<file path="config.mk">
export PLATFORM = sky130hd
export DESIGN_NAME = usv_div
export DESIGN_NICKNAME = d
export VERILOG_FILES = /design/src/rtl/uv_sphere_vertex_generator_defines.svh /design/src/rtl/usv_div.sv
export SDC_FILE = /design/constraint.sdc
export NUM_CORES = 1
export LEC_CHECK = 0
export BUFFER_PORTS_ARGS = -buffer_cell sky130_fd_sc_hd__buf_2
export CELL_PAD_IN_SITES_DETAIL_PLACEMENT = 1
export CELL_PAD_IN_SITES_GLOBAL_PLACEMENT = 2
export CORE_UTILIZATION = 32
export DETAILED_ROUTE_END_ITERATION = 10
export PLACE_DENSITY = 0.94
export REMOVE_ABC_BUFFERS = 1
export SLEW_MARGIN = 20
export SYNTH_ARGS = -nofsm -noshare
export SYNTH_HDL_FRONTEND = slang
export SYNTH_SLANG_ARGS = --single-unit
export TNS_END_PERCENT = 30
</file>
<file path="constraint.sdc">
create_clock -name vclk -period 31.2
set_input_delay 9.36 -clock vclk [all_inputs]
set_output_delay 9.36 -clock vclk [all_outputs]
set_load 0.02 [all_outputs]
</file>
<file path="src/rtl/uv_sphere_vertex_generator_defines.svh">
// Assertion macros for the UV sphere vertex generator.
// Used by the top level; expects signals clk and rst_n in scope.
`ifndef UV_SPHERE_VERTEX_GENERATOR_DEFINES_SVH
`define UV_SPHERE_VERTEX_GENERATOR_DEFINES_SVH

// Check that is suspended while reset is asserted.
`define USV_ASSERT(lbl, prop) \
  lbl: assert property (@(posedge clk) disable iff (!rst_n) prop) \
    else $error("usv assertion failed");

// Check that also holds across reset.
`define USV_ASSERT_ALWAYS(lbl, prop) \
  lbl: assert property (@(posedge clk) prop) \
    else $error("usv assertion failed");

`endif

</file>
<file path="src/rtl/usv_div.sv">
// A group of restoring division steps: one quotient bit per step.
// Depends on nothing; instanced twice per divider pipeline stage, once per index.
module usv_div #(
  parameter int NSTEP = 5
) (
  input  logic [9:0]  den,
  input  logic [9:0]  rem_in,
  input  logic [15:0] quo_in,
  output logic [9:0]  rem_out,
  output logic [15:0] quo_out
);

  // Shift the remainder left, subtract the divisor when it fits.
  always_comb begin
    logic [10:0] r2;
    logic [9:0]  rem;
    logic [15:0] quo;
    rem = rem_in;
    quo = quo_in;
    for (int s = 0; s < NSTEP; s++) begin
      r2 = {rem, 1'b0};
      if (r2 >= {1'b0, den}) begin
        rem = 10'(r2 - {1'b0, den});
        quo = {quo[14:0], 1'b1};
      end else begin
        rem = r2[9:0];
        quo = {quo[14:0], 1'b0};
      end
    end
    rem_out = rem;
    quo_out = quo;
  end

endmodule

</file>
* After elaboration in Yosys (flattened, before gate mapping)
Cells that the tools add are included.
** Storage, ports and cells
- Word-level logic and storage cells :: 20
- Input port bits :: 36
- Register bits after elaboration :: 0
** Cells by class
- Order comparisons :: 5
- $add $sub $neg :: 5
- Multiplexer cells :: 10
** Operators with widths (count)
- $ge 11x10->1 :: 5
- $mux 10 :: 5
- $sub 10x10->10 :: 5
- $mux 1 :: 5

* Longest topological paths before layout
Gate-level depths: netlist of the first run.
- Word-level depth :: 10
- Depth in mapped cells :: 53
- Gate-level depth less buffers :: 47

* Worst setup path before layout of the first run
OpenSTA, ideal clock, no wires.
- Kind :: input to output
- From :: input port den[1]
- To :: output port rem_out[1]
- Setup slack :: 2.120 ns
- Arrival :: 19.720 ns
- Required time :: 21.840 ns
- Cell stages on the path :: 46
- Path through :: inv_1 -> ha_1 -> nor2b_1 -> o2111ai_2 -> a211o_2 -> nand3b_4 -> clkbuf_1 -> mux2_2 -> ha_1 -> a2111o_1 -> o211a_1 -> nor3b_1 -> o21a_1 -> inv_1 -> clkbuf_1 -> mux2_2 -> ha_1 -> o211ai_1 -> (+10 left out) -> a21oi_1 -> o21a_1 -> and2_1 -> buf_6 -> clkbuf_1 -> nor2_1 -> ha_1 -> nor2b_1 -> o21ai_0 -> nand2b_1 -> a311o_1 -> a311oi_1 -> o21ai_0 -> or2_2 -> clkbuf_1 -> a21oi_1 -> o21ai_0 -> a22oi_1
** Between the ends
- Cells in the longest elaborated chain, start to end :: 10
- Elaborated cells on any way between the ends :: 15
** RTL lines
- start: declaration :: RTL line usv_div.sv:6 : input logic [9:0] den,
- $sub 10x10->10 / $ge 11x10->1 (equally long branches) :: RTL line usv_div.sv:23, usv_div.sv:22
- $mux 10 :: RTL line usv_div.sv:22 : if (r2 >= {1'b0, den}) begin
- $sub 10x10->10 / $ge 11x10->1 (equally long branches) :: RTL line usv_div.sv:23, usv_div.sv:22
- $mux 10 :: RTL line usv_div.sv:22
- $sub 10x10->10 / $ge 11x10->1 (equally long branches) :: RTL line usv_div.sv:23, usv_div.sv:22
- $mux 10 :: RTL line usv_div.sv:22
- $ge 11x10->1 / $sub 10x10->10 (equally long branches) :: RTL line usv_div.sv:22, usv_div.sv:23
- $mux 10 :: RTL line usv_div.sv:22
- $sub 10x10->10 / $ge 11x10->1 (equally long branches) :: RTL line usv_div.sv:23, usv_div.sv:22
- $mux 10 (*) :: RTL line usv_div.sv:22
- end: declaration :: RTL line usv_div.sv:9 : output logic [9:0] rem_out,
Every way passes the cells marked *; elsewhere a longest branch is shown, timed or not.

* Worst setup path in the final report of the first run
- From :: input port den[5]
- To :: output port rem_out[9]
** Between the ends
- Cells in the longest elaborated chain, start to end :: 10
- Elaborated cells on any way between the ends :: 15
** RTL lines (RTL line)
- $sub 10x10->10 / $ge 11x10->1 (equally long branches) :: usv_div.sv:23, usv_div.sv:22
- $mux 10 :: usv_div.sv:22
- $sub 10x10->10 / $ge 11x10->1 (equally long branches) :: usv_div.sv:23, usv_div.sv:22
- $mux 10 :: usv_div.sv:22
- $sub 10x10->10 / $ge 11x10->1 (equally long branches) :: usv_div.sv:23, usv_div.sv:22
- $mux 10 :: usv_div.sv:22
- $sub 10x10->10 / $ge 11x10->1 (equally long branches) :: usv_div.sv:23, usv_div.sv:22
- $mux 10 :: usv_div.sv:22
- $sub 10x10->10 / $ge 11x10->1 (equally long branches) :: usv_div.sv:23, usv_div.sv:22
- $mux 10 (*) :: usv_div.sv:22
Marks and branches as above.

==> results of run 1 <==
## cells in the mapped netlist, drive strengths merged (8+ instances only)
master  number
o21ai       29
a21oi       41
mux2i        8
ha          46
xor2        14
mux2        13
buf         13
inv         25
nor2        35
xnor2       21
a21o        13
nand2       26
## cells by family after synthesis
kind of cell               Yosys count
AOI/OAI and AO/OA                  138
and+or+nand+nor                    120
adders and majority gates           47
buffers and inverters               47
xor gates and xnor gates            35
muxes                               21
## per-layer routing
metal	global-route usage, %	share of wire [%]
met5	0	0
met4	2.91	1.3
met3	2.23	5.0
met2	35.0	46
met1	26.7	47
## final timing paths
kind	slack (ps)	cells past startpoint	to
max	1020	42	rem_out[9]
min	18720	0	quo_out[10]
## area by class of cell
class                      count  area [µm²]  area share (%)
multi-input combinational    361        2700            86.2
timing repair buffer          37         190            6.08
tap                          108         135            4.32
inverter                      27         105            3.36
## per-stage QoR
step	setup WS (ps)	hold slack (ps)
2_1_floorplan	2560	18720
3_3_place_gp	1260	18720
3_5_place_dp	1170	18720
4_1_cts	1100	18720
5_1_grt	4.27	18720
6_report	1020	18720
==> Flow_metrics.wiki, run 1 <==
{| class="wikitable"
! Metric !! Value
|-
| Start point of the critical path || den[5]
|-
| Largest net degree at the start of global routing || 18
|-
| Sequential-to-total area share from yosys stat || 0%
|-
| Slew HR || 52.5%
|-
| Share of cell area taken by muxes after synthesis || 8.11%
|-
| Fraction of layout instances using a drive strength above 1 || 15.3%
|-
| Placed inst area || 0.00313 mm²
|-
| Filler Cells Inserted || 1138
|-
| Storage element area || 0 µm²
|-
| Post-CTS setup buffers || 0
|-
| Vias per cell || 5.84
|-
| Die height || 97.7 µm
|-
| Upper clock frequency limit || 33.1 MHz
|-
| Pre-antenna DRT Iters || 7
|-
| Setup crit start kind || primary input
|-
| Final Hold Violating Endpoints || 0
|-
| Area enclosed by the die boundary || 0.00955 mm²
|-
| Number of clock-tree buffers in the layout || 0
|-
| Arrival time at the worst endpoint || 20820 ps
|-
| Capturing element type of the critical path || output pin
|-
| Initial antenna violation count || 0
|-
| Global-route wire length before repair || 15900 µm
|-
| Post-synthesis average cell area || 7.19 µm²
|-
| Layout Utilization || 35.5%
|-
| Origin of the worst min-delay path || quo_in[5]
|-
| Number of maximum-capacitance constraint violations || 0
|-
| Initial cell density of the core || 33.3%
|-
| All-Layer GR Usage || 20.0%
|-
| Most frequent cells in the layout || 46 x sky130_fd_sc_hd__ha_1, 40 x sky130_fd_sc_hd__a21oi_1, 35 x sky130_fd_sc_hd__nor2_1, 35 x sky130_fd_sc_hd__buf_2, 29 x sky130_fd_sc_hd__o21ai_0
|-
| Leading cell type in the layout, fill and taps excluded || sky130_fd_sc_hd__ha_1
|-
| Simple-gate share of the synthesized area || 21.0%
|-
| Synth-to-layout area growth || 6.70%
|-
| Antenna-violating nets left || 0
|-
| Core ar. || 0.00881 mm²
|-
| Row count || 34
|-
| Layout sequential cell count || 0
|-
| Unrepaired setup endpoints after global routing || false
|-
| I/O pin count || 62
|-
| Cell with the largest stage delay on the worst path || sky130_fd_sc_hd__nor2_1
|-
| Failing checks || design-rule violations
|-
| Summed negative setup slack over all endpoints || 0 ps
|-
| Number of instances in the synthesized netlist || 408
|-
| Iteration-0 DRC count of the detailed router || 92
|-
| Number of global-route vias before repair || 3277
|-
| Critical path type || primary input to output pin
|-
| Placed Instances || 533
|-
| Most common cell type on the critical path || sky130_fd_sc_hd__ha_1
|-
| Final cell area excluding filler cells || 0.00313 mm²
|-
| Cell type group with the largest total delay on the critical path || compound AO/OA/AOI/OAI gates
|-
| Count of cells resized by post-cts repair || 0
|-
| Average wire length per cell after detail routing || 17.9 µm
|-
| Compound-cell area share of the yosys netlist || 32.1%
|-
| Cell types with the largest area share after synthesis || sky130_fd_sc_hd__ha_1 20%, sky130_fd_sc_hd__a21oi_1 6.8%, sky130_fd_sc_hd__xnor2_1 6.3%
|-
| HPWL reported at the end of detailed placement || 7980 µm
|-
| Number of different library cells in the post-synthesis netlist || 64
|-
| Final period util || 96.7%
|-
| Run status || finished with violations
|-
| Count of hold buffers inserted by post-cts repair || 0
|-
| Routability Congestion || 0.841
|-
| Final Routed Wirelength || 9560 µm
|-
| Tmin final || 30180 ps
|-
| Stage delay of the slowest cell on the critical path || 580 ps
|-
| Total congestion overflow after global routing || 0
|-
| Largest fanout on the critical path || 17
|-
| Cell accounting for the most synthesized area || sky130_fd_sc_hd__ha_1
|-
| Endpoint required time on the critical path || 21840 ps
|-
| Post-detailed-route DRC marker count || 2
|-
| Actual slew at the worst max-slew pin || 710 ps
|-
| Cell Area, Synth || 0.00293 mm²
|-
| Parity-gate share of the synthesized area counting xor and xnor cells || 10.5%
|-
| Post-route non-filler standard cell count || 533
|-
| Class of the tightest hold or removal check || primary input to output pin
|-
| Count of pins over their slew limit || 0
|-
| Fraction of synthesized cell area taken by the top area cell type || 19.6%
|-
| Count of antenna diodes in the layout || 0
|-
| # port buffers || 35
|-
| Number of warning messages in the yosys log || 0
|-
| Routed via count || 3112
|-
| Total buffers and inverters traversed by the critical path || 8
|-
| Final-stage net count || 510
|-
| Adder-cell share of the synthesized area || 20.3%
|-
| Total setup violations reported at the end of the flow || 0
|-
| Die Span X || 97.7 µm
|-
| Main combinational cell family by area after synthesis || compound AO/OA/AOI/OAI gates
|}
Power of run 1 is not shown: default switching activity piles up to over one toggle a cycle in this logic, so the estimate is an artifact.
==> run 2: changes to the inputs <==
==> constraint.sdc (replaced) <==
create_clock -name vclk -period 31.2
set_input_delay 6.24 -clock vclk [all_inputs]
set_output_delay 6.24 -clock vclk [all_outputs]
set_load 0.02 [all_outputs]
==> Flow_metrics.wiki, run 2 (same netlist as run 1, synthesis figures left out) <==
{| class="wikitable"
! Metric !! Value
|-
| Run status || finished with violations
|-
| Failing checks || design-rule violations
|-
| Count of pins over their slew limit || 0 (unchanged)
|-
| Count of cells resized by post-cts repair || 0 (unchanged)
|-
| Largest fanout on the critical path || 17 (unchanged)
|-
| Setup crit start kind || primary input
|-
| Most common cell type on the critical path || sky130_fd_sc_hd__ha_1
|-
| Count of antenna diodes in the layout || 0 (unchanged)
|-
| Total setup violations reported at the end of the flow || 0 (unchanged)
|-
| Area taken by multi-input logic gates || 0.00270 mm² (unchanged)
|-
| Largest net degree at the start of global routing || 18 (unchanged)
|-
| Origin of the worst min-delay path || quo_in[5]
|-
| Routability Congestion || 0.840 (about the same)
|-
| Endpoint required time on the critical path || 24960 ps (+3120 ps)
|-
| Post-route met1 wirelength || 4590 µm (+1.5%)
|-
| Met2 wire len || 4400 µm (-0.79%)
|-
| Highest routing layer actually used || met4
|-
| Summed negative setup slack over all endpoints || 0 ps (unchanged)
|-
| Routed via count || 3078 (-1.1%)
|-
| Filler Cells Inserted || 1124 (-1.2%)
|-
| Antenna-violating nets left || 0 (unchanged)
|-
| Met3 layer wire length in the routed design || 354 µm (-26%)
|-
| Vias per cell || 5.79 (-0.91%)
|-
| Iteration-0 DRC count of the detailed router || 138 (+50%)
|-
| Initial cell density of the core || 33.3% (unchanged)
|-
| Final Hold Violating Endpoints || 0 (unchanged)
|-
| Final Routed Wirelength || 9400 µm (-1.7%)
|-
| Storage element area || 0 µm² (unchanged)
|-
| Global-route wire length before repair || 15500 µm (-2.6%)
|-
| Class of the tightest hold or removal check || primary input to output pin
|-
| Count of hold buffers inserted by post-cts repair || 0 (unchanged)
|-
| Cell type group with the largest total delay on the critical path || compound AO/OA/AOI/OAI gates
|-
| Cell with the largest stage delay on the worst path || sky130_fd_sc_hd__and2_1
|-
| Slew HR || 52.8% (+0.35 points)
|-
| Layout sequential cell count || 0 (unchanged)
|-
| Post-detailed-route DRC marker count || 1 (-1)
|-
| Initial antenna violation count || 0 (unchanged)
|-
| HPWL reported at the end of detailed placement || 7820 µm (-2.0%)
|-
| Die Span X || 97.7 µm (unchanged)
|-
| All-Layer GR Usage || 19.5% (-0.44 points)
|-
| Pre-antenna DRT Iters || 7 (unchanged)
|-
| Final period util || 78.0% (-19 points)
|-
| Arrival time at the worst endpoint || 18090 ps (-2730 ps)
|-
| Number of maximum-capacitance constraint violations || 0 (unchanged)
|-
| Number of global-route vias before repair || 3177 (-3.1%)
|-
| Critical path type || primary input to output pin
|-
| Final-stage net count || 509 (-0.20%)
|-
| Area enclosed by the die boundary || 0.00955 mm² (unchanged)
|-
| Start point of the critical path || den[5]
|-
| Synth-to-layout area growth || 6.44%
|-
| Tmin final || 24330 ps (-5850 ps)
|-
| Number of clock-tree buffers in the layout || 0 (unchanged)
|-
| Stage delay of the slowest cell on the critical path || 580 ps (about the same)
|-
| Count of cells along the worst hold path || 0 (unchanged)
|-
| Most frequent cells in the layout || 46 x sky130_fd_sc_hd__ha_1, 40 x sky130_fd_sc_hd__a21oi_1, 35 x sky130_fd_sc_hd__nor2_1, 35 x sky130_fd_sc_hd__buf_2, 29 x sky130_fd_sc_hd__o21ai_0
|-
| Capturing element type of the critical path || output pin
|-
| Hold endpoint || quo_out[10]
|-
| Leading cell type in the layout, fill and taps excluded || sky130_fd_sc_hd__ha_1
|-
| # port buffers || 35 (unchanged)
|-
| Fraction of layout instances using a drive strength above 1 || 15.1% (-0.20 points)
|-
| Total buffers and inverters traversed by the critical path || 7 (-1)
|-
| Actual slew at the worst max-slew pin || 705 ps (-5.27 ps)
|-
| Upper clock frequency limit || 41.1 MHz (+24%)
|-
| I/O pin count || 62 (unchanged)
|-
| Row count || 34 (unchanged)
|-
| Total congestion overflow after global routing || 0 (unchanged)
|-
| Core ar. || 0.00881 mm² (unchanged)
|-
| Average wire length per cell after detail routing || 17.7 µm (-1.5%)
|-
| Unrepaired setup endpoints after global routing || false
|-
| Die height || 97.7 µm (unchanged)
|-
| Post-CTS setup buffers || 0 (unchanged)
|}
## run 2: how the worst max path moves through the flow
stage	to	slack [ps]	depth (start not counted)
floorplan	rem_out[1]	8800	41
global placement	rem_out[9]	7150	41
detailed placement	rem_out[1]	6980	43
CTS	rem_out[1]	6900	43
global route	rem_out[1]	5950	42
finish	rem_out[1]	6870	44
## run 2: cell type report
cell class,instances,share of cell area [%]
inverter,27,3.37
multi-input combinational,361,86.4
tap,108,4.33
timing repair buffer,36,5.85
## run 2: per-stage QoR
step / hold WS, ps / setup WS [ps] / std cells / instance area, µm² / utilization [%]
floorplan: 12480 / 8800 / 388 / 2800 / -
global placement: 12480 / 7150 / 532 / 3120 / 35.4
detailed placement: 12480 / 6980 / 532 / 3120 / 35.4
CTS: 12480 / 6900 / 532 / 3120 / 35.4
global route: 12480 / 5950 / 532 / 3120 / 35.4
finish: 12480 / 6870 / 532 / 3120 / 35.4
## run 2: routing by layer
metal  up-vias  track usage (%)
met3         6             1.73
li1       1541                -
met4         0             3.03
met2        53             34.0
met1      1478             26.5
met5         -                0
Power of run 2 is left out for the same reason.
