<file path="src/rtl/uv_sphere_vertex_generator_defines.svh">
// Assertion macros for the UV sphere vertex generator.
// Used by the top level; expects signals clk and rst_n in scope.
`ifndef UV_SPHERE_VERTEX_GENERATOR_DEFINES_SVH
`define UV_SPHERE_VERTEX_GENERATOR_DEFINES_SVH

// Check that is suspended while reset is asserted.
`define USV_ASSERT(lbl, prop) \
  lbl: assert property (@(posedge clk) disable iff (!rst_n) prop) \
    else $error("usv assertion failed");

// Check that also holds across reset.
`define USV_ASSERT_ALWAYS(lbl, prop) \
  lbl: assert property (@(posedge clk) prop) \
    else $error("usv assertion failed");

`endif

</file>
<file path="src/rtl/usv_pkg.sv">
// Shared types, constants and the CORDIC arctangent table of the UV sphere
// vertex generator. No dependencies.
package usv_pkg;

  // Configuration register indexes.
  localparam logic REG_SECTOR_COUNT = 1'b0;
  localparam logic REG_STACK_COUNT  = 1'b1;

  localparam int CORDIC_STEPS = 24;
  localparam logic signed [31:0] CORDIC_GAIN_Q28 = 32'sd163008219;
  localparam logic signed [17:0] Q14_ONE = 18'sd16384;

  // Per-vertex side information that rides along the pipeline.
  typedef struct packed {
    logic [19:0] vidx;
    logic [19:0] nidx;
    logic [14:0] tex_s;
    logic [14:0] tex_t;
    logic        up;
    logic        lo;
  } meta_t;

  // CORDIC working state: x, y at scale 2^28, z in 2^32 per turn.
  typedef struct packed {
    logic signed [31:0] x;
    logic signed [31:0] y;
    logic signed [33:0] z;
  } cord_t;

  // atan(2^-k) in units of 2^32 per full turn.
  function automatic logic [31:0] atan_turn(input int k);
    logic [31:0] v;
    unique case (k)
      0:  v = 32'd536870912;
      1:  v = 32'd316933406;
      2:  v = 32'd167458907;
      3:  v = 32'd85004756;
      4:  v = 32'd42667331;
      5:  v = 32'd21354465;
      6:  v = 32'd10679838;
      7:  v = 32'd5340245;
      8:  v = 32'd2670163;
      9:  v = 32'd1335087;
      10: v = 32'd667544;
      11: v = 32'd333772;
      12: v = 32'd166886;
      13: v = 32'd83443;
      14: v = 32'd41722;
      15: v = 32'd20861;
      16: v = 32'd10430;
      17: v = 32'd5215;
      18: v = 32'd2608;
      19: v = 32'd1304;
      20: v = 32'd652;
      21: v = 32'd326;
      22: v = 32'd163;
      23: v = 32'd81;
      default: v = 32'd0;
    endcase
    return v;
  endfunction

endpackage

</file>
<file path="src/rtl/usv_cordic.sv">
// A group of CORDIC rotation steps in rotation mode.
// Depends on usv_pkg for the state type and the arctangent table.
module usv_cordic
  import usv_pkg::*;
#(
  parameter int FIRST = 0,
  parameter int NSTEP = 4
) (
  input  cord_t st_in,
  output cord_t st_out
);

  // Rotate toward zero residual angle; shifts are floor shifts.
  always_comb begin
    logic signed [31:0] x;
    logic signed [31:0] y;
    logic signed [31:0] nx;
    logic signed [33:0] z;
    logic signed [33:0] a;
    x = st_in.x;
    y = st_in.y;
    z = st_in.z;
    for (int s = 0; s < NSTEP; s++) begin
      a = $signed({2'b00, atan_turn(FIRST + s)});
      if (z >= 34'sd0) begin
        nx = x - (y >>> (FIRST + s));
        y  = y + (x >>> (FIRST + s));
        z  = z - a;
      end else begin
        nx = x + (y >>> (FIRST + s));
        y  = y - (x >>> (FIRST + s));
        z  = z + a;
      end
      x = nx;
    end
    st_out.x = x;
    st_out.y = y;
    st_out.z = z;
  end

endmodule

</file>
<file path="config.mk">
export PLATFORM = sky130hd
export DESIGN_NAME = usv_cordic
export DESIGN_NICKNAME = d
export VERILOG_FILES = /design/src/rtl/uv_sphere_vertex_generator_defines.svh /design/src/rtl/usv_pkg.sv /design/src/rtl/usv_cordic.sv
export SDC_FILE = /design/constraint.sdc
export NUM_CORES = 1
export LEC_CHECK = 0
export BUFFER_PORTS_ARGS = -buffer_cell sky130_fd_sc_hd__buf_2
export CAP_MARGIN = 40
export CORE_UTILIZATION = 45
export DETAILED_ROUTE_END_ITERATION = 16
export PLACE_DENSITY = 0.65
export SYNTH_ARGS = -nofsm -noshare
export SYNTH_HDL_FRONTEND = slang
export SYNTH_SLANG_ARGS = --single-unit
</file>
<file path="constraint.sdc">
create_clock -name vclk -period 17.3
set_input_delay 2.595 -clock vclk [all_inputs]
set_output_delay 2.595 -clock vclk [all_outputs]
set_load 0.005 [all_outputs]
</file>
=== Yosys cells after proc, flatten, opt, wreduce, memory -nomap -nowiden ===
Index checks and enable logic that the tools add are counted.

* Register bits: 0
* Bits of input ports: 98
* Output and inout bits: 98
* Logic and storage cells: 39

* $add $sub $neg: 23
* $lt $le $gt $ge: 4
* Mux-type cells: 12

{| class="wikitable"
|+ Operator list
! kind !! count
|-
| two-way mux 32 bit || 8
|-
| greater-or-equal comparator 34 x 1 -> 1 bit, second input constant || 4
|-
| two-way mux 34 bit || 4
|-
| adder 32 x 29 -> 32 bit || 2
|-
| adder 32 x 30 -> 32 bit || 2
|-
| adder 32 x 31 -> 32 bit || 2
|-
| subtractor 32 x 29 -> 32 bit || 2
|-
| subtractor 32 x 30 -> 32 bit || 2
|-
| subtractor 32 x 31 -> 32 bit || 2
|-
| subtractor 32 bit || 2
|-
| adder 34 x 28 -> 34 bit, second input constant || 1
|-
| adder 34 x 29 -> 34 bit, second input constant || 1
|-
| adder 34 x 30 -> 34 bit, second input constant || 1
|-
| adder 34 x 31 -> 34 bit, second input constant || 1
|-
| subtractor 34 x 28 -> 34 bit, second input constant || 1
|-
| subtractor 34 x 29 -> 34 bit, second input constant || 1
|-
| subtractor 34 x 30 -> 34 bit, second input constant || 1
|-
| subtractor 34 x 31 -> 34 bit, second input constant || 1
|-
| adder 32 bit || 1
|}

=== Logic depth before layout (Yosys ltp) ===
Gate-level depths: netlist of the first run.

* Depth after elaboration: 8
* Gate-level depth with buffers: 69
* Mapped depth without buffers: 60

=== Least setup slack after synthesis of the first run ===
OpenSTA, ideal clock, no wires.

* Path type: input -> output
* From: in st_in[33] in the netlist's numbering
* To: out st_out[96] in the netlist's numbering
* Arrival time: 16.086 ns
* Required time: 14.705 ns
* Slack: -1.381 ns
* Stages on the path: 66
* Buffers on the path: 10
* Cells stage by stage: inv_1 ha_1 nor4b_2 nand4_1 o31a_1 clkinv_2 buf_6 buf_6 buf_2 buf_2 buf_2 ha_1 a21oi_1 o21bai_1 xnor2_1 clkbuf_1 clkbuf_1 ha_1 [30 not listed] xnor2_1 ha_1 nor2b_1 o21ai_0 a21boi_0 o21ai_0 a21boi_0 o21ai_0 a21boi_0 o21ai_0 a211oi_1 o31a_1 a41o_1 nor4_1 nor4_1 o21a_1 o21a_1 o211ai_1

{| class="wikitable"
|+ RTL lines
! what !! line !! RTL
|-
| start: declaration || usv_cordic.sv:9 || <nowiki>input cord_t st_in,</nowiki>
|-
| end: declaration || usv_cordic.sv:10 || <nowiki>output cord_t st_out</nowiki>
|}

==> metrics.md, run 1 <==
| Metric | Value |
|---|---|
| Run status | finished clean |
| FFs & Latches | 0 |
| Startpoint types | input pin |
| Largest area contributor in the netlist | ha_1 |
| FILL cells | 5280 |
| Slew @ Worst Pin | 0.910 ns |
| Num rows | roughly 80 |
| Post-Synthesis Cells | 3297 |
| Max-cap violations | 0 |
| Top cell type's share of synthesized area | 21.7% |
| Total track usage | approximately a quarter |
| Detailed placer's ending HPWL | 55800 um |
| # setup viols final | 0 |
| Met2 WL post-DR | 28800 um |
| PnR worst setup slack | about 0.66 ns |
| First-pass GRT wire length | 107000 um |
| Buf/Inv on CP | 7 |
| Worst path max stage delay | roughly 0.47 ns |
| DRT Pass-1 Iters | 5 |
| Final Cycle Share | between 90% and 100% |
| Hold Vio Cnt, Final | 0 |
| Number of vias per cell | 5.74 |
| Slowest cell on the critical path | or3b_2 |
| Fin nets | 3989 |
| Fin cells | slightly above 4k |
| Worst path arrival time | between 10 and 15 ns |
| Seq/Total Area, Yosys | 0% |
| IO Pins | approximately 200 |
| Slew Limit Fails | 0 |
| Pin count of the biggest net entering global routing | between 80 and 90 |
| DRC violations left | 0 |
| Die Ht | roughly 230 um |
| FF/Latch Area | 0 sq um |
| Highest clock rate | about 60 MHz |
| Die Width | between 200 and 250 um |
| CP Capture Type | output pin |
| IO Port Bufs | 196 |
| Synth area leaders | ha_1 22%, xnor2_1 11%, a21oi_1 7.3%, xor2_1 6.1%, nor2_1 4.9% |
| Number of global-route vias before repair | between 20k and 25k |
| Die footprint | roughly 52000 sq um |
| DRT iter0 DRCs | ~1.9k |
| Wire length per cell | between 15 and 20 um |
| Detailed-routing wirelength on met1 | around 34000 um |
| Area grow syn2layout | 9.99% |
| Worst min path class | input pin to output pin |
| Syn Area/Cell | 6.93 sq um |
| Clock buffer count | 0 |
| Cell family with most CP delay | compound AO/OA/AOI/OAI gates |
| Net Count, Synth | 3805 |
| Grt ovf | 0 |
| Slew HR | 38.6% |
| CORE AREA | between 50000 and 60000 sq um |
| Initial antenna violation count | 2 |
| Mapped Area | ~23000 sq um |
| Via Count | 23.8k |
| Initial core utilization | 45.6% |
| CTS Hold Bufs | 0 |
| Synth warnings | 0 |
| Min Tclk post-route | between 15 and 20 ns |
| Netlist cell types | 107 |
| Critical setup path kind | input pin to output pin |
| Critical path required time | roughly 15 ns |
| Layout cell share with drive strength beyond 1 | 11.2% |
| Top sig layer | met4 |
| Placed instance count | about 4.1k |
| Pre-CTS setup slack | -0.103 ns |
| CP max FO | 34 |
| GP Congestion | roughly 0.95 |
| Post-route ant nets | 0 |
| WL met3 | 2470 um |
| Final wirelength | around 66000 um |
[placed cells by master (no fill, tap or decap), types with 42 or more instances in the layout]
| cell | netlist | layout |
|---|---|---|
| nor2b_1 | 42 | 42 |
| nand2b_1 | 54 | 54 |
| ha_1 | 397 | 396 |
| nand2_1 | 199 | 199 |
| nand3_1 | 63 | 63 |
| buf_4 | 0 | 47 |
| o21a_1 | 59 | 59 |
| xnor2_1 | 296 | 295 |
| o21bai_1 | 53 | 53 |
| inv_1 | 239 | 238 |
| a21oi_1 | 332 | 325 |
| nor3_1 | 95 | 91 |
| a21o_1 | 124 | 124 |
| nor2_1 | 297 | 295 |
| buf_2 | 14 | 196 |
| xor2_1 | 160 | 160 |
| o21ai_0 | 222 | 203 |
[routing by layer]
layer	track usage, %	up-vias
li1	-	12300
met1	37.0	10900
met2	38.9	543
met3	0.684	61
met4	3.03	0
met5	0	-
[logic make-up (layout without fill, tap and decap cells)]
kind of cell | count (synthesis) | in the layout | synth area share [%]
buffers and inverters | 313 | 495 | 5.57
multiplexers | 15 | 15 | 0.701
AND/OR/NAND/NOR | 987 | 987 | 21.5
other | 0 | 2 | 0
adder cells (fa/ha/maj) | 410 | 410 | 22.9
AO/OA/AOI/OAI | 1112 | 1112 | 31.6
XOR/XNOR | 460 | 460 | 17.8
[final timing paths]
check	startpoint	end	slack [ns]	cells past startpoint
max	st_in[21]	st_out[97]	0.66	57
min	st_in[0]	st_out[0]	5.55	3
[final cells by class]
cell class	instances	area [sq um]	area share (%)
timing repair buffer	252	1480	5.88
multi-input combinational	2984	21900	87.1
antenna	2	5.00	0.0199
tap	672	841	3.35
inverter	243	920	3.66
[Yosys cell counts, types with 54 or more instances]
cell      count
o21a_1       59
xnor2_1     296
o21ai_0     222
a21oi_1     332
nand2_1     199
xor2_1      160
nand2b_1     54
nor3_1       95
a21o_1      124
ha_1        397
nand3_1      63
nor2_1      297
inv_1       239
[what timing repair did]
item	CTS	global route
pin swaps	0	26
gates cloned	0	2
endpoints found under the setup margin	7	37
setup buffers	0	13
resized for setup	5	87
[metrics by stage]
step / instance area [sq um] / util, % / hold slack [ns] / setup TNS, ns
after floorplan: 22900 / - / 5.24 / 0
after global placement: 24700 / 49.3 / 5.55 / 0
after detailed placement: 24700 / 49.3 / 5.55 / -0.370
after CTS: 24700 / 49.3 / 5.55 / 0
after global routing: 25100 / 50.2 / 5.56 / -0.201
final: 25100 / 50.2 / 5.55 / 0
Power of run 1 is left out: the tool's default activity adds up to more than one toggle a clock period on the data nets, which glitch-free logic cannot reach.
==> run 2, diff against run 1 <==
ABC_AREA = 1   (was not set)
PLACE_DENSITY = not set   (was 0.65)
==> metrics.md, run 2 <==
| Metric | Value |
|---|---|
| Slowest cell on the critical path | buf_4 |
| IO Port Bufs | 196 (unchanged) |
| Setup TNS | 0 ns (unchanged) |
| PostCTS Resize Cnt | 0 (-5) |
| DRT iter0 DRCs | 1876 (-0.79%) |
| Setup bufs post-CTS | 0 (unchanged) |
| Largest area contributor in the netlist | ha_1 |
| Final Core Density | 48.7% (-1.4 points) |
| Via Count | 29.7k (+25%) |
| Slew @ Worst Pin | 0.802 ns (-0.108 ns) |
| IO Pins | 196 (unchanged) |
| Cell family with most CP delay | compound AO/OA/AOI/OAI gates |
| Most common cell after layout, fill and taps aside | nand2_1 |
| Layout cell share with drive strength beyond 1 | 8.35% (-2.8 points) |
| Initial core utilization | 45.9% (+0.25 points) |
| Synth area leaders | ha_1 19%, nand2_1 17%, xor2_1 11%, inv_1 10%, a21oi_1 7.7% |
| DRC violations left | 0 (unchanged) |
| Fin nets | 5382 (+35%) |
| FFs & Latches | 0 (unchanged) |
| RSZ-0062 raised after global routing | false |
| Initial antenna violation count | 1 (-1) |
| Startpoint types | input pin |
| Die Ht | 245 um (+7.9%) |
| Number of global-route vias before repair | 27.9k (+28%) |
| FF/Latch Area | 0 sq um (unchanged) |
| # setup viols final | 0 (unchanged) |
| Slew Limit Fails | 0 (unchanged) |
| Total track usage | 28.3% (+3.9 points) |
| Top cell type's share of synthesized area | 18.7% (-3.1 points) |
| DRT Pass-1 Iters | 7 (+2) |
| Critical path required time | 14.70 ns (about the same) |
| Mapped Area | 26600 sq um (+17%) |
| Most frequent cells in the layout | 1223 x nand2_1, 731 x inv_1, 447 x nor2_1, 408 x a21oi_1, 397 x ha_1 |
| Grt ovf | 0 (unchanged) |
| Seq/Total Area, Yosys | 0% (unchanged) |
| Worst min path class | input pin to output pin |
| CORE AREA | 58000 sq um (+16%) |
| Hold Vio Cnt, Final | 0 (unchanged) |
| Die footprint | 60100 sq um (+16%) |
| Clock buffer count | 0 (unchanged) |
| Pin count of the biggest net entering global routing | 65 (-20%) |
| Area grow syn2layout | 6.22% |
| Synth warnings | 0 (unchanged) |
| Netlist cell types | 60 (-44%) |
| Min Tclk post-route | 15.98 ns (-0.664 ns) |
| CP max FO | 38 (+12%) |
| Run status | finished clean |
| Net Count, Synth | 5234 (+38%) |
| Synth cell count leaders | 1223 x nand2_1, 731 x inv_1, 447 x nor2_1 |
| Top-count cell post-synth | nand2_1 |
| GP Congestion | 0.974 (+2.9%) |
| Syn Area/Cell | 5.63 sq um (-19%) |
| Highest clock rate | 62.6 MHz (+4.2%) |
| Final wirelength | 88600 um (+33%) |
| Buf/Inv on CP | 10 (+3) |
| Post-route ant nets | 0 (unchanged) |
| Num rows | 88 (+7.3%) |
| Wire length per cell | 15.7 um (-1.7%) |
| Die Width | 245 um (+7.9%) |
| First-pass GRT wire length | 140000 um (+30%) |
| Number of vias per cell | 5.27 (-8.1%) |
| CTS Hold Bufs | 0 (unchanged) |
| Post-Synthesis Cells | 4726 (+43%) |
| Slew HR | 46.5% (+8.0 points) |
| Critical setup path kind | input pin to output pin |
| CP Capture Type | output pin |
| Max-cap violations | 0 (unchanged) |
| Final Cycle Share | 92.4% (-3.8 points) |
| Detailed placer's ending HPWL | 78000 um (+40%) |
| Worst path arrival time | 13.39 ns (-0.66 ns) |
| Worst path max stage delay | 0.49 ns (+0.02 ns) |
-- run 2: cell count changes after synthesis, moves of 76 or more --
cell     delta
nand2_1  +1024
a21o_1     -98
inv_1     +492
xnor2_1   -195
nand3_1   +222
xor2_1    +171
a21oi_1    +76
nor2_1    +150
-- run 2: final timing paths --
| kind | start | to | slack [ns] | cells past startpoint |
|---|---|---|---|---|
| setup / recovery | st_in[30] | st_out[97] | 1.32 | 59 |
| hold / removal | st_in[0] | st_out[0] | 5.55 | 3 |
-- run 2: metal layers --
metal | GRT usage [%] | up-vias | part of all wire [%]
met5 | 0 | - | 0
met3 | 0.853 | 141 | 3.8
met4 | 8.18 | 0 | 3.1
li1 | - | 15600 | -
met1 | 37.9 | 13300 | 48
met2 | 48.9 | 695 | 45
-- run 2: area by class of cell --
type | instances | area (sq um)
fillers | 6542 | 29800
multi-input cells | 3905 | 23400
inverters | 760 | 2850
repair buffers | 207 | 1060
well taps | 765 | 957
diodes | 1 | 2.50
-- run 2: cell families (layout without fill, tap and decap cells) --
kind of cell	count (synthesis)	after routing	share of synthesized area (%)
AND/OR/NAND/NOR	2250	2250	36.6
buffers and inverters	821	967	12.2
AO/OA/AOI/OAI	809	809	17.1
XOR/XNOR	434	434	14.3
adder cells (fa/ha/maj)	410	410	19.6
multiplexers	2	2	0.0752
other	0	1	0
-- run 2: tightest hold or removal path, stage by stage --
cell	delay (ns)
buf_2	0.12
inv_2	0.10
buf_2	0.14
-- run 2: stage by stage --
| step | setup WS, ns | hold slack, ns | instance area (sq um) | instances |
|---|---|---|---|---|
| final | 1.32 | 5.55 | 28300 | 5638 |
| after global routing | 0.454 | 5.59 | 28300 | 5637 |
| after CTS | 1.38 | 5.56 | 28300 | 5637 |
| after detailed placement | 1.42 | 5.56 | 28300 | 5637 |
| after global placement | 1.39 | 5.57 | 28300 | 5637 |
| after floorplan | 2.29 | 5.23 | 26600 | 4726 |
==> run 3, diff against run 2 <==
clock period = 20.1 ns   (was 17.3 ns; I/O delays follow)
==> metrics.md, run 3 (synthesized netlist as in run 2, its figures left out) <==
| Metric | Value |
|---|---|
| Worst min path class | input pin to output pin |
| DRT iter0 DRCs | 1869 (-0.37%) |
| Antenna cell count | 0 (-1) |
| Run status | finished clean |
| CP Capture Type | output pin |
| Most common cell on crit path | nand2_1 |
| Slew Limit Fails | 0 (unchanged) |
| Number of global-route vias before repair | 28.2k (+0.98%) |
| Fin nets | 5378 (-0.074%) |
| Most frequent cells in the layout | 1223 x nand2_1, 731 x inv_1, 447 x nor2_1, 408 x a21oi_1, 397 x ha_1 |
| Setup TNS | 0 ns (unchanged) |
| CORE AREA | 58000 sq um (unchanged) |
| Min Tclk post-route | between 15 and 20 ns |
| Slew HR | 38.1% (-8.5 points) |
| Initial core utilization | 45.9% (unchanged) |
| Number of vias per cell | 5.29 (+0.31%) |
| Area grow syn2layout | 6.10% |
| Slowest cell on the critical path | nand2_4 |
| Die Width | 245 um (unchanged) |
| Die Ht | 245 um (unchanged) |
| First-pass GRT wire length | 142000 um (+1.3%) |
| Num rows | 88 (unchanged) |
| CP max FO | 71 (+87%) |
| Post-route ant nets | 0 (unchanged) |
| Slew @ Worst Pin | 0.929 ns (+0.127 ns) |
| Initial antenna violation count | 0 (-1) |
| CTS Hold Bufs | 0 (unchanged) |
| Pin count of the biggest net entering global routing | 72 (+11%) |
| Final wirelength | 89400 um (+0.86%) |
| RSZ-0062 raised after global routing | false |
| Wire length per cell | 15.9 um (+0.95%) |
| Die footprint | 60100 sq um (unchanged) |
| Hold Vio Cnt, Final | 0 (unchanged) |
| Worst path max stage delay | 0.64 ns (+0.15 ns) |
| DRT Pass-1 Iters | 6 (-1) |
| IO Port Bufs | 196 (unchanged) |
| Critical setup path kind | input pin to output pin |
| Placed instance count | 5633 (-0.071%) |
| Via Count | 29.8k (+0.22%) |
| Multi-input logic area | 23400 sq um (unchanged) |
| Hold_sp | st_in[0] |
| Highest clock rate | roughly 56 MHz |
| Pre-CTS setup slack | 2.34 ns (+0.921 ns) |
| Detailed placer's ending HPWL | 78700 um (+0.93%) |
| FF/Latch Area | 0 sq um (unchanged) |
| Critical path required time | 17.09 ns (+2.39 ns) |
| # setup viols final | 0 (unchanged) |
| PostCTS Resize Cnt | 0 (unchanged) |
| Setup bufs post-CTS | 0 (unchanged) |
| Most common cell after layout, fill and taps aside | nand2_1 |
| Max-cap violations | 0 (unchanged) |
| IO Pins | 196 (unchanged) |
| Layout cell share with drive strength beyond 1 | 8.28% (-0.075 points) |
| DRC violations left | 0 (unchanged) |
| GP Congestion | 0.994 (+2.1%) |
| FILL cells | 6529 (-0.20%) |
| Grt ovf | 0 (unchanged) |
| Startpoint types | input pin |
| Worst path arrival time | 14.75 ns (+1.36 ns) |
| Final hold slack | 6.41 ns (+0.862 ns) |
| Critical path origin | st_in[33] |
| Final Cycle Share | a little under 90% |
| Total track usage | 28.7% (+0.39 points) |
| Clock buffer count | 0 (unchanged) |
| PnR worst setup slack | 2.34 ns (+1.02 ns) |
| FFs & Latches | 0 (unchanged) |
| Fin cells | 5633 (-0.089%) |
-- run 3: changes by cell type in the layout (fill, tap and decap cells not counted) --
cell     change
buf_4        -4
diode_2      -1
-- run 3: worst paths after layout --
path | endpoint | cells after the start | slack [ns]
worst max-delay path | st_out[65] | 54 | 2.34
worst min-delay path | st_out[0] | 3 | 6.41
-- run 3: layout make-up --
class	instances	area share [%]
multi-input combinational	3905	82.8
inverter	760	10.1
timing repair buffer	203	3.66
tap	765	3.39
-- run 3: stage by stage --
stage	area, sq um	util (%)
2_1_floorplan	26600	-
3_3_place_gp	28200	48.7
3_5_place_dp	28200	48.7
4_1_cts	28200	48.7
5_1_grt	28200	48.7
6_report	28200	48.7
-- run 3: routing by layer --
metal,vias to the layer above,track usage (%),share of wire (%)
met5,-,0,0
met4,0,6.58,2.5
met3,117,0.656,3.5
met2,683,50.1,46
met1,13400,38.8,48
li1,15600,-,-
-- run 3: worst max-delay path, delay by kind of cell --
family | cells | cell delay (ns)
AO/OA/AOI/OAI | 20 | 4.41
adder cells (fa/ha/maj) | 5 | 1.71
XOR/XNOR | 3 | 0.70
buffers and inverters | 9 | 2.23
AND/OR/NAND/NOR | 17 | 2.63
Power of run 3 is left out for the same reason.
